### src/hw/rtl/bced_pkg.sv
// shared types and constants for the button click event detector
// no dependencies
`timescale 1ns / 1ps

package bced_pkg;

    localparam int TIME_W  = 32;
    localparam int MS_W    = 16;
    localparam int CODE_W  = 3;
    localparam int PHASE_W = 4;
    localparam int CFG_IDX_W = 2;

    // configuration register indexes
    localparam logic [CFG_IDX_W-1:0] CFG_DEBOUNCE     = 2'd0;
    localparam logic [CFG_IDX_W-1:0] CFG_LONG_PRESS   = 2'd1;
    localparam logic [CFG_IDX_W-1:0] CFG_DOUBLE_CLICK = 2'd2;
    localparam logic [CFG_IDX_W-1:0] CFG_INVERT       = 2'd3;

    localparam logic [MS_W-1:0] DEBOUNCE_RST     = 16'd50;
    localparam logic [MS_W-1:0] LONG_PRESS_RST   = 16'd1000;
    localparam logic [MS_W-1:0] DOUBLE_CLICK_RST = 16'd400;

    // event codes
    localparam logic [CODE_W-1:0] EV_PRESSED           = 3'd0;
    localparam logic [CODE_W-1:0] EV_LONG_PRESSED      = 3'd1;
    localparam logic [CODE_W-1:0] EV_RELEASED          = 3'd2;
    localparam logic [CODE_W-1:0] EV_CLICKED           = 3'd3;
    localparam logic [CODE_W-1:0] EV_DOUBLE_LONG_PRESS = 3'd4;
    localparam logic [CODE_W-1:0] EV_DOUBLE_CLICKED    = 3'd5;
    localparam logic [CODE_W-1:0] EV_DOUBLE_LONG_CLICK = 3'd6;
    localparam logic [CODE_W-1:0] EV_LONG_CLICKED      = 3'd7;

    typedef struct packed {
        logic              raw_level;
        logic [TIME_W-1:0] time_ms;
    } t_in_req;

    typedef struct packed {
        logic [CODE_W-1:0] event_code;
        logic              last_event;
    } t_out_req;

    typedef struct packed {
        logic [MS_W-1:0] debounce_ms;
        logic [MS_W-1:0] long_press_ms;
        logic [MS_W-1:0] double_click_ms;
        logic            invert_level;
    } t_cfg;

    // events produced by one sample, up to two
    typedef struct packed {
        logic [1:0] cnt;
        t_out_req   first;
        t_out_req   second;
    } t_evt;

endpackage

### src/hw/rtl/bced_fsm.sv
// debounce and click classification state machine, one sample per cycle while i_step is high
// depends on bced_pkg
`timescale 1ns / 1ps

module bced_fsm import bced_pkg::*; (
    input  logic    i_clk,
    input  logic    i_rst_n,
    input  logic    i_step,
    input  t_in_req i_req,
    input  t_cfg    i_cfg,
    output t_evt    o_evt
);

    localparam logic [PHASE_W-1:0] PH_IDLE        = 4'd0;
    localparam logic [PHASE_W-1:0] PH_PRESS_DB    = 4'd1;
    localparam logic [PHASE_W-1:0] PH_DOWN        = 4'd2;
    localparam logic [PHASE_W-1:0] PH_RELEASE_DB  = 4'd3;
    localparam logic [PHASE_W-1:0] PH_WAIT_SECOND = 4'd4;
    localparam logic [PHASE_W-1:0] PH_PRESS2_DB   = 4'd5;
    localparam logic [PHASE_W-1:0] PH_DOWN2       = 4'd6;
    localparam logic [PHASE_W-1:0] PH_RELEASE2_DB = 4'd7;
    localparam logic [PHASE_W-1:0] PH_DLONG       = 4'd8;
    localparam logic [PHASE_W-1:0] PH_DLONG_REL   = 4'd9;
    localparam logic [PHASE_W-1:0] PH_LONG        = 4'd10;
    localparam logic [PHASE_W-1:0] PH_LONG_REL    = 4'd11;

    logic [PHASE_W-1:0] r_phase, n_phase;
    logic [TIME_W-1:0]  r_press_time, n_press_time;
    logic [TIME_W-1:0]  r_release_time, n_release_time;

    logic              down;
    logic [TIME_W-1:0] now, since_press, since_release;
    logic              press_db_over, press_long_over, rel_db_over, rel_dc_over;
    logic [1:0]        cnt;
    logic [CODE_W-1:0] ev0, ev1;

    assign down          = i_req.raw_level ^ i_cfg.invert_level;
    assign now           = i_req.time_ms;
    assign since_press   = now - r_press_time;
    assign since_release = now - r_release_time;

    assign press_db_over   = since_press   > {{(TIME_W-MS_W){1'b0}}, i_cfg.debounce_ms};
    assign press_long_over = since_press   > {{(TIME_W-MS_W){1'b0}}, i_cfg.long_press_ms};
    assign rel_db_over     = since_release > {{(TIME_W-MS_W){1'b0}}, i_cfg.debounce_ms};
    assign rel_dc_over     = since_release > {{(TIME_W-MS_W){1'b0}}, i_cfg.double_click_ms};

    always_comb begin
        n_phase        = r_phase;
        n_press_time   = r_press_time;
        n_release_time = r_release_time;
        cnt            = 2'd0;
        ev0            = EV_PRESSED;
        ev1            = EV_PRESSED;
        unique case (r_phase)
            PH_IDLE: begin
                if (down) begin
                    n_phase      = PH_PRESS_DB;
                    n_press_time = now;
                end
            end
            PH_PRESS_DB: begin
                if (!down) begin
                    n_phase = PH_IDLE;
                end else if (press_db_over) begin
                    n_phase = PH_DOWN;
                    cnt     = 2'd1;
                    ev0     = EV_PRESSED;
                end
            end
            PH_DOWN: begin
                if (!down) begin
                    n_phase        = PH_RELEASE_DB;
                    n_release_time = now;
                end else if (press_long_over) begin
                    n_phase = PH_LONG;
                    cnt     = 2'd1;
                    ev0     = EV_LONG_PRESSED;
                end
            end
            PH_RELEASE_DB: begin
                if (down) begin
                    n_phase = PH_DOWN;
                end else if (rel_db_over) begin
                    n_phase        = PH_WAIT_SECOND;
                    n_release_time = now;
                    cnt            = 2'd1;
                    ev0            = EV_RELEASED;
                end
            end
            PH_WAIT_SECOND: begin
                if (down) begin
                    n_phase        = PH_PRESS2_DB;
                    n_release_time = now;
                end else if (rel_dc_over) begin
                    n_phase = PH_IDLE;
                    cnt     = 2'd1;
                    ev0     = EV_CLICKED;
                end
            end
            PH_PRESS2_DB: begin
                if (!down) begin
                    n_phase = PH_WAIT_SECOND;
                end else if (press_db_over) begin
                    n_phase = PH_DOWN2;
                    cnt     = 2'd1;
                    ev0     = EV_PRESSED;
                end
            end
            PH_DOWN2: begin
                if (!down) begin
                    n_phase        = PH_RELEASE2_DB;
                    n_release_time = now;
                end else if (press_long_over) begin
                    n_phase = PH_DLONG;
                    cnt     = 2'd1;
                    ev0     = EV_DOUBLE_LONG_PRESS;
                end
            end
            PH_RELEASE2_DB: begin
                if (down) begin
                    n_phase = PH_DOWN2;
                end else if (rel_db_over) begin
                    n_phase = PH_IDLE;
                    cnt     = 2'd2;
                    ev0     = EV_DOUBLE_CLICKED;
                    ev1     = EV_RELEASED;
                end
            end
            PH_DLONG: begin
                if (!down) begin
                    n_phase        = PH_DLONG_REL;
                    n_release_time = now;
                end
            end
            PH_DLONG_REL: begin
                if (down) begin
                    n_phase = PH_DLONG;
                end else if (rel_db_over) begin
                    n_phase = PH_IDLE;
                    cnt     = 2'd2;
                    ev0     = EV_DOUBLE_LONG_CLICK;
                    ev1     = EV_RELEASED;
                end
            end
            PH_LONG: begin
                if (!down) begin
                    n_phase      = PH_LONG_REL;
                    n_press_time = now;
                end
            end
            PH_LONG_REL: begin
                if (down) begin
                    n_phase = PH_LONG;
                end else if (press_db_over) begin
                    n_phase = PH_IDLE;
                    cnt     = 2'd2;
                    ev0     = EV_RELEASED;
                    ev1     = EV_LONG_CLICKED;
                end
            end
            default: begin
                n_phase = PH_IDLE;
            end
        endcase
    end

    always_comb begin
        o_evt.cnt               = i_step ? cnt : 2'd0;
        o_evt.first.event_code  = ev0;
        o_evt.first.last_event  = (cnt == 2'd1);
        o_evt.second.event_code = ev1;
        o_evt.second.last_event = 1'b1;
    end

    always_ff @(posedge i_clk) begin
        if (!i_rst_n) begin
            r_phase        <= PH_IDLE;
            r_press_time   <= '0;
            r_release_time <= '0;
        end else if (i_step) begin
            r_phase        <= n_phase;
            r_press_time   <= n_press_time;
            r_release_time <= n_release_time;
        end
    end

endmodule

### src/hw/rtl/bced_fifo.sv
// four-entry result queue, takes up to two results per cycle, gives one unless stalled
// depends on bced_pkg
`timescale 1ns / 1ps

module bced_fifo import bced_pkg::*; (
    input  logic     i_clk,
    input  logic     i_rst_n,
    input  t_evt     i_evt,
    output logic     o_room,
    output logic     o_valid,
    input  logic     i_stall,
    output t_out_req o_req
);

    t_out_req   r_mem [4];
    logic [1:0] r_wr, n_wr;
    logic [1:0] r_rd, n_rd;
    logic [2:0] r_count, n_count;
    logic       pop;

    assign o_valid = (r_count != 3'd0);
    assign o_room  = (r_count <= 3'd2);
    assign o_req   = r_mem[r_rd];
    assign pop     = o_valid && !i_stall;

    always_comb begin
        n_wr    = r_wr + i_evt.cnt;
        n_rd    = r_rd + {1'b0, pop};
        n_count = r_count + {1'b0, i_evt.cnt} - {2'b00, pop};
    end

    always_ff @(posedge i_clk) begin
        if (i_evt.cnt != 2'd0) begin
            r_mem[r_wr] <= i_evt.first;
        end
        if (i_evt.cnt == 2'd2) begin
            r_mem[r_wr + 2'd1] <= i_evt.second;
        end
    end

    always_ff @(posedge i_clk) begin
        if (!i_rst_n) begin
            r_wr    <= '0;
            r_rd    <= '0;
            r_count <= '0;
        end else begin
            r_wr    <= n_wr;
            r_rd    <= n_rd;
            r_count <= n_count;
        end
    end

endmodule

### src/hw/rtl/button_click_event_detector.sv
// top level of the button click event detector: input register, config registers
// depends on bced_pkg, bced_fsm, bced_fifo
`timescale 1ns / 1ps

// Takes one button sample (level and millisecond stamp) per cycle and emits
// zero, one or two event codes per sample on the result channel, the last one
// flagged. A sample waits in the input register, where the state machine
// evaluates it, until the queue has room; its results then go into a four-entry
// queue and are given out in order. Samples are taken back to back while the queue holds two or
// fewer results, so a steady rate of one sample per cycle is kept unless the
// result side stalls or samples yield two events in a row, in which case the
// single-result output port sets the pace. Configuration writes are applied
// immediately and belong to quiet periods.
module button_click_event_detector import bced_pkg::*; (
    input  logic                 i_clk,
    input  logic                 i_rst_n,
    input  logic                 i_valid,
    output logic                 o_stall,
    input  t_in_req              i_req,
    output logic                 o_valid,
    input  logic                 i_stall,
    output t_out_req             o_req,
    input  logic                 i_cfg_we,
    input  logic [CFG_IDX_W-1:0] i_cfg_idx,
    input  logic [MS_W-1:0]      i_cfg_data
);

    logic    r_in_valid, n_in_valid;
    t_in_req r_in;
    t_cfg    r_cfg, n_cfg;
    t_evt    evt;
    logic    room, step, accept;

    assign step    = r_in_valid && room;
    assign o_stall = r_in_valid && !room;
    assign accept  = i_valid && !o_stall;

    always_comb begin
        n_in_valid = accept ? 1'b1 : (step ? 1'b0 : r_in_valid);
    end

    always_comb begin
        n_cfg = r_cfg;
        if (i_cfg_we) begin
            unique case (i_cfg_idx)
                CFG_DEBOUNCE:     n_cfg.debounce_ms     = i_cfg_data;
                CFG_LONG_PRESS:   n_cfg.long_press_ms   = i_cfg_data;
                CFG_DOUBLE_CLICK: n_cfg.double_click_ms = i_cfg_data;
                CFG_INVERT:       n_cfg.invert_level    = i_cfg_data[0];
                default:          n_cfg = r_cfg;
            endcase
        end
    end

    always_ff @(posedge i_clk) begin
        if (accept) begin
            r_in <= i_req;
        end
    end

    always_ff @(posedge i_clk) begin
        if (!i_rst_n) begin
            r_in_valid            <= 1'b0;
            r_cfg.debounce_ms     <= DEBOUNCE_RST;
            r_cfg.long_press_ms   <= LONG_PRESS_RST;
            r_cfg.double_click_ms <= DOUBLE_CLICK_RST;
            r_cfg.invert_level    <= 1'b0;
        end else begin
            r_in_valid <= n_in_valid;
            r_cfg      <= n_cfg;
        end
    end

    bced_fsm u_fsm (
        .i_clk   (i_clk),
        .i_rst_n (i_rst_n),
        .i_step  (step),
        .i_req   (r_in),
        .i_cfg   (r_cfg),
        .o_evt   (evt)
    );

    bced_fifo u_fifo (
        .i_clk   (i_clk),
        .i_rst_n (i_rst_n),
        .i_evt   (evt),
        .o_room  (room),
        .o_valid (o_valid),
        .i_stall (i_stall),
        .o_req   (o_req)
    );

endmodule

### config.mk
export PLATFORM = sky130hd
export DESIGN_NAME = button_click_event_detector
export DESIGN_NICKNAME = d
export VERILOG_FILES = /design/src/hw/rtl/bced_pkg.sv /design/src/hw/rtl/bced_fsm.sv /design/src/hw/rtl/bced_fifo.sv /design/src/hw/rtl/button_click_event_detector.sv
export SDC_FILE = /design/constraint.sdc
export NUM_CORES = 1
export LEC_CHECK = 0
export BUFFER_PORTS_ARGS = -buffer_cell sky130_fd_sc_hd__buf_2
export CAP_MARGIN = 20
export CORE_MARGIN = 4
export CORE_UTILIZATION = 63
export DETAILED_ROUTE_END_ITERATION = 7
export PLACE_DENSITY = 0.79
export SYNTH_ARGS = -nofsm -noshare
export SYNTH_HDL_FRONTEND = slang
export SYNTH_SLANG_ARGS = --single-unit
export TNS_END_PERCENT = 1
### constraint.sdc
create_clock -name i_clk -period 5.6 [get_ports i_clk]
set_input_delay 0.56 -clock i_clk [delete_from_list [all_inputs] [get_ports i_clk]]
set_output_delay 0.56 -clock i_clk [all_outputs]
set_load 0.01 [all_outputs]
* Yosys cells after proc, flatten, opt, wreduce, memory -nomap -nowiden
Memories as Yosys holds them, arrays and structs flattened. A register that Yosys moved wholly into a read port is not among the register bits. Cells that the tools add are included.
Word-level totals: memory bits (writable) 16, register bits 158, latch bits 0, logic and storage cells 148, bits of input ports 56, memories kept 1, bits in read-only memories 0, output and inout bits 6
Memories:
- u_fifo.r_mem | depth 4, width 4, rd ports 1, clocked after Yosys merged registers in 1, write ports 2, line bced_fifo.sv:15 | t_out_req r_mem [4];
Operators by class: $add $sub $neg 7, bitwise operators 1, magnitude comparators 5, divide/modulo/power cells 0, multiply operators 0, shift-type cells 0, eq/ne operators 30, multiplexer cells 66, reduce and logical (&&, ||, !) cells 25
Operators with widths (count):
- $gt 32x16->1 | 4
- $mux 32 | 4
- $pmux 32 s3 | 1
- $mux 4 | 20
- $pmux 32 s2 | 1
- $sub 32x32->32 | 2
- $pmux 4 s12 | 1
- $mux 3 | 11
- $mux 2 | 14
- $pmux 3 s7 | 1
- $eq 4x3->1 const B | 4
- $eq 4x4->1 const B | 4
- $ne 3x3->1 const B | 4
- $pmux 2 s6 | 1
- $mux 1 | 11
- $reduce_and 11->1 | 1
- $ne 3x1->1 const B | 3
- $eq 4x2->1 const B | 2
- $ne 2x2->1 const B | 4
- $reduce_and 2->1 | 4
- $eq 2x2->1 const B | 3
- $ne 2x1->1 const B | 3
- $pmux 3 s2 | 1
- $reduce_and 6->1 | 1
- other kinds (18) | 29

* Longest topological paths before layout
depth in word-level cells 9, depth in mapped cells 27, mapped depth without buffers 27

* Hierarchy
Synthesis repeated with hierarchy kept, for this count alone.
Unflattened totals: cell total of the unflattened synthesis 1589, area total of the unflattened synthesis 13106.3 um2
Modules (own cells, without submodules):
- bced_fsm | sequential area each 1361.3 um2, times used 1, area an instance 8854.7 um2, cells an instance 1272
- button_click_event_detector | sequential area each 1991.9 um2, times used 1, area an instance 3020.4 um2, cells an instance 230
- bced_fifo | sequential area each 620.6 um2, times used 1, area an instance 1231.2 um2, cells an instance 87

* Worst setup path before layout
Ideal clock, no wire load.
kind register -> register, start point register r_in[4] (netlist bit), end point register u_fifo.r_count[2], arrival time 5.028 ns, required time 5.485 ns, path buffers 0, cell stages (with the launch flop) 24, setup slack 0.457 ns, period minus slack after synthesis 5.143 ns, library setup time 0.115 ns, cells stage by stage edfxtp_1 ha_1 a21o_1 a31o_2 o21a_1 o31a_1 a21o_1 a21oi_1 xnor2_1 ha_1 nand4_1 or4_1 o21ai_0 nand4_4 a2bb2oi_1 a311o_2 ha_1 inv_1 ha_1 inv_1 fa_1 xor2_1 xnor2_1 and2_1
On the way: longest elaborated chain between the ends 8, elaborated cells between the ends (all ways) 22, those cells by class 4 x add/sub; 4 x order compare; 14 x mux
RTL lines:
- start, declared | line button_click_event_detector.sv:29 | t_in_req r_in;
- start signal, assigned | line button_click_event_detector.sv:57 | r_in <= i_req;
- $sub 32x32->32, on equally long branches | line bced_fsm.sv:39, bced_fsm.sv:40
- $gt 32x16->1, on equally long branches
- $mux 1, or another cell as far along | line bced_fsm.sv:74, bced_fsm.sv:113
- $mux 2, or another cell as far along | line bced_fsm.sv:110 | if (!down) begin
- $pmux 2 s6 (*) | line bced_fsm.sv:54 | unique case (r_phase)
- $mux 2 (*) | line bced_fsm.sv:168 | o_evt.cnt = i_step ? cnt : 2'd0;
- $add 3x2->3 (*) | line bced_fifo.sv:29 | n_count = r_count + {1'b0, i_evt.cnt} - {2'b00, pop};
- $sub 3x1->3 (*) | line bced_fifo.sv:29
- end signal, assigned | line bced_fifo.sv:49 | r_count <= n_count;
- end, declared | line bced_fifo.sv:18 | logic [2:0] r_count, n_count;
Mark *: on every way between the ends. The rest lies on a longest branch, timed or not. A chain may end at the register's enable or synchronous reset.

* Worst setup path in the final report
Same ends and word-level chain as after synthesis.

==> flow_metrics.tcl <==
set metrics [dict create \
    ys_ff_latch 174 \
    antenna_found_initial 0 \
    critPathArrivalTime_ns 5.66 \
    grt_pass1_wl_um 52300 \
    hp-start "i_req[29]" \
    syn_avg_cell_area_um2 8.18 \
    place_congestion 0.969 \
    stdcell_count 1865 \
    power_density_mw_per_mm2 293 \
    final_cell_mix "252 x nand2_1, 136 x inv_1, 129 x dfxtp_1, 127 x ha_1, 97 x a21oi_1" \
    syn_to_final_growth_pct 10.1 \
    muxShareOfSynthArea_pct 3.88 \
    drv_cap 0 \
    via_per_inst 6.06 \
    dieArea_mm2 0.0224 \
    synth_top_family_by_area "compound AO/OA/AOI/OAI gates" \
    cts_buffers 17 \
    final_common_cell "nand2_1" \
    vias 11293 \
    layout.nets 1777 \
    path_class "reg2reg" \
    num-fill-cells 1616 \
    yosys.area_share.simple_pct 19.4 \
    core_mm2 0.0197 \
    drt_iter0_drc 822 \
    ios 62 \
    critPathLaunchType "flop" \
    drv_slew 0 \
    fmax_mhz 187 \
    grt_max_degree 70 \
    tightestPinTransition_ns 1.06 \
    design_power_total_uw 4080 \
    diodes 0 \
    portBuffers 61 \
    r2r_cells 24 \
    yosysWarnings 0 \
    finalCriticalPeriod_ns 5.33 \
    dp_hpwl_um 24200 \
    synth_fa_ha_area_share_pct 13.4 \
    synth_edf_count 45 \
    multi_input_area_mm2 0.00808 \
    setup_viol 0 \
    htreeDepth 4 \
    synth_compound_area_share_pct 22.3 \
    min_path_type "in2reg" \
    crit_path_end_kind "flop" \
    crit_path_max_fanout 5 \
    cts_buffer_depth 2 \
    grtUsageTotal_pct 28.9 \
    syn_nets 1739 \
    synth_top_flop_cell "dfxtp_1" \
    drt-total-wl_um 32600 \
    clock_latency_ns 0.44 \
    leakage_uw 0.00559 \
    ys_seq_area_share_pct 31.0 \
    rr_endpoint "u_fifo.r_count[2]$_SDFF_PN0_" \
    peakVddDrop_v 0.000231 \
    fin_area_mm2 0.0139 \
    path_clk_slew_ns 0.07 \
    dp_slack_ns 0.0377 \
    first_global_vias 10763 \
    place_area_mm2 0.0132 \
    synth_cell_type_count 86 \
    postRouteAntennaNets 0 \
    fin_crit_sh_pct 95.3 \
    cts_tree "done" \
    overflow 0 \
    rows 51 \
    synthCells 1549 \
    drc 0 \
    die_w_um 150 \
    clock_sinks 174 \
    wl_per_cell_um 17.5 \
    cts_hold_buf 0 \
    initial_core_util_pct 64.5 \
    setup_ws_ns 0.265 \
    syn_area_mm2 0.0127 \
    fin_skew_ns 0.0132 \
    ctsRootBufferMaster "clkbuf_16" \
    drive_gt1_share_pct 10.5 \
    outcome "finished, final reports clean" \
    report.final.hold_viol_count 0 \
    die-height_um 150 \
    required_ns 5.93 \
    ff_latch_area_mm2 0.00393 \
    async_flop_share_pct 0 \
    r2r_setup_slack_ns 0.27 \
    numPlacedInstances 1828 \
    r2r-start "r_in[4]$_DFFE_PP_" \
    synthXorXnorAreaFrac_pct 3.66 \
    worstHoldEndpoint "r_in[29]$_DFFE_PP_" \
    hold_path_depth 1 \
    relSlewSlack_pct 29.5 \
    drt_first_pass_iters 6 \
]
-- cell families after synthesis --
kind of cell | count (synthesis)
AOI/OAI and AO/OA | 418
buffers and inverters | 200
adders and majority gates | 134
muxes | 44
and+or+nand+nor | 526
DFF | 174
xor gates and xnor gates | 53
-- sequential cells by signal, summed over array words and instances, names as in the netlist --
signal and cells:
u_fifo.r_mem 16, u_fifo.r_rd 2, u_fifo.r_wr 2, r_in 33, r_in_valid 1, u_fsm.r_phase 4
r_cfg 49, u_fsm.r_press_time 32, u_fifo.r_count 3, u_fsm.r_release_time 32
-- routing by layer --
layer / vias up / global-route usage (%) / wire (um)
met3: 54 / 3.54 / 2010
li1: 5546 / - / -
met4: 0 / 9.29 / 680
met5: - / 0 / 0
met2: 416 / 46.5 / 14900
met1: 5277 / 40.5 / 15000
-- stage by stage --
step           hold WS, ns  util (%)  TNS [ns]
3_5_place_dp         0.456      66.9         0
6_report             0.296      71.0         0
5_1_grt              0.287      71.0    -0.103
3_3_place_gp         0.447      66.9         0
4_1_cts              0.287      70.0         0
2_1_floorplan        0.430         -         0
-- power by group --
| group | total (uW) | switching [uW] | internal, uW |
|---|---|---|---|
| Sequential | 1450 | 82.5 | 1370 |
| Clock | 1240 | 547 | 696 |
| Combinational | 1390 | 813 | 573 |
| Total | 4080 | 1440 | 2640 |
-- synth_stat cells, drive strengths merged, types with 10 or more instances --
library cell / count / area [um^2]
nand2: 252 / 946
inv: 137 / 514
ha: 131 / 1640
dfxtp: 129 / 2580
a21oi: 105 / 529
nor2: 84 / 315
a21boi: 72 / 541
o21ai: 60 / 304
clkbuf: 50 / 188
edfxtp: 45 / 1350
nor2b: 45 / 282
mux2i: 39 / 390
a21o: 34 / 263
xnor2: 32 / 280
nor3: 31 / 155
nand4: 28 / 190
nand3: 27 / 135
o21a: 26 / 196
o211ai: 21 / 158
xor2: 21 / 184
a211oi: 11 / 92.6
a31oi: 10 / 62.6
and2: 10 / 62.6
buf: 10 / 97.6
nand2b: 10 / 62.6
-- how the worst max path moves through the flow --
stage	from	to	slack, ns
detailed placement	r_in[4]$_DFFE_PP_	u_fifo.r_count[2]$_SDFF_PN0_	0.04
global route	r_in[0]$_DFFE_PP_	u_fifo.r_count[2]$_SDFF_PN0_	-0.10
finish	r_in[4]$_DFFE_PP_	u_fifo.r_count[2]$_SDFF_PN0_	0.27
CTS	r_in[4]$_DFFE_PP_	u_fifo.r_count[2]$_SDFF_PN0_	0.09
floorplan	r_in[4]$_DFFE_PP_	u_fifo.r_count[2]$_SDFF_PN0_	0.46
global placement	r_in[4]$_DFFE_PP_	u_fifo.r_count[2]$_SDFF_PN0_	0.15
-- worst max-delay path, stage by stage (launching register included) --
cell and delay (ns):
edfxtp_1 0.46, ha_4 0.28, a21o_1 0.20, a31o_2 0.24, o21a_1 0.23, o31a_1 0.29, a21o_1 0.20, a21oi_2 0.18
xnor2_2 0.12, ha_1 0.33, nand4_1 0.15, or4_1 0.55, o21ai_0 0.09, buf_4 0.15, nand4_4 0.11, a2bb2oi_2 0.19
a311o_2 0.20, ha_1 0.22, inv_1 0.05, ha_1 0.12, inv_1 0.04, fa_1 0.37, xor2_1 0.18, xnor2_1 0.12
and2_1 0.15
-- area by class of cell --
type	instances	share of cell area [%]
Tap cell	265	2.38
Inverter	140	3.77
Clock buffer	19	3.26
Multi-Input combinational cell	1175	57.9
Timing Repair Buffer	79	3.36
Sequential cell	174	28.2
Clock inverter	13	1.09
-- repair_timing --
action / in CTS / in global routing
pin swaps: 0 / 7
setup buffers: 0 / 4
gates resized for setup: 1 / 32
setup endpoints to repair: 1 / 8
Power figures use the tool's default switching activity.
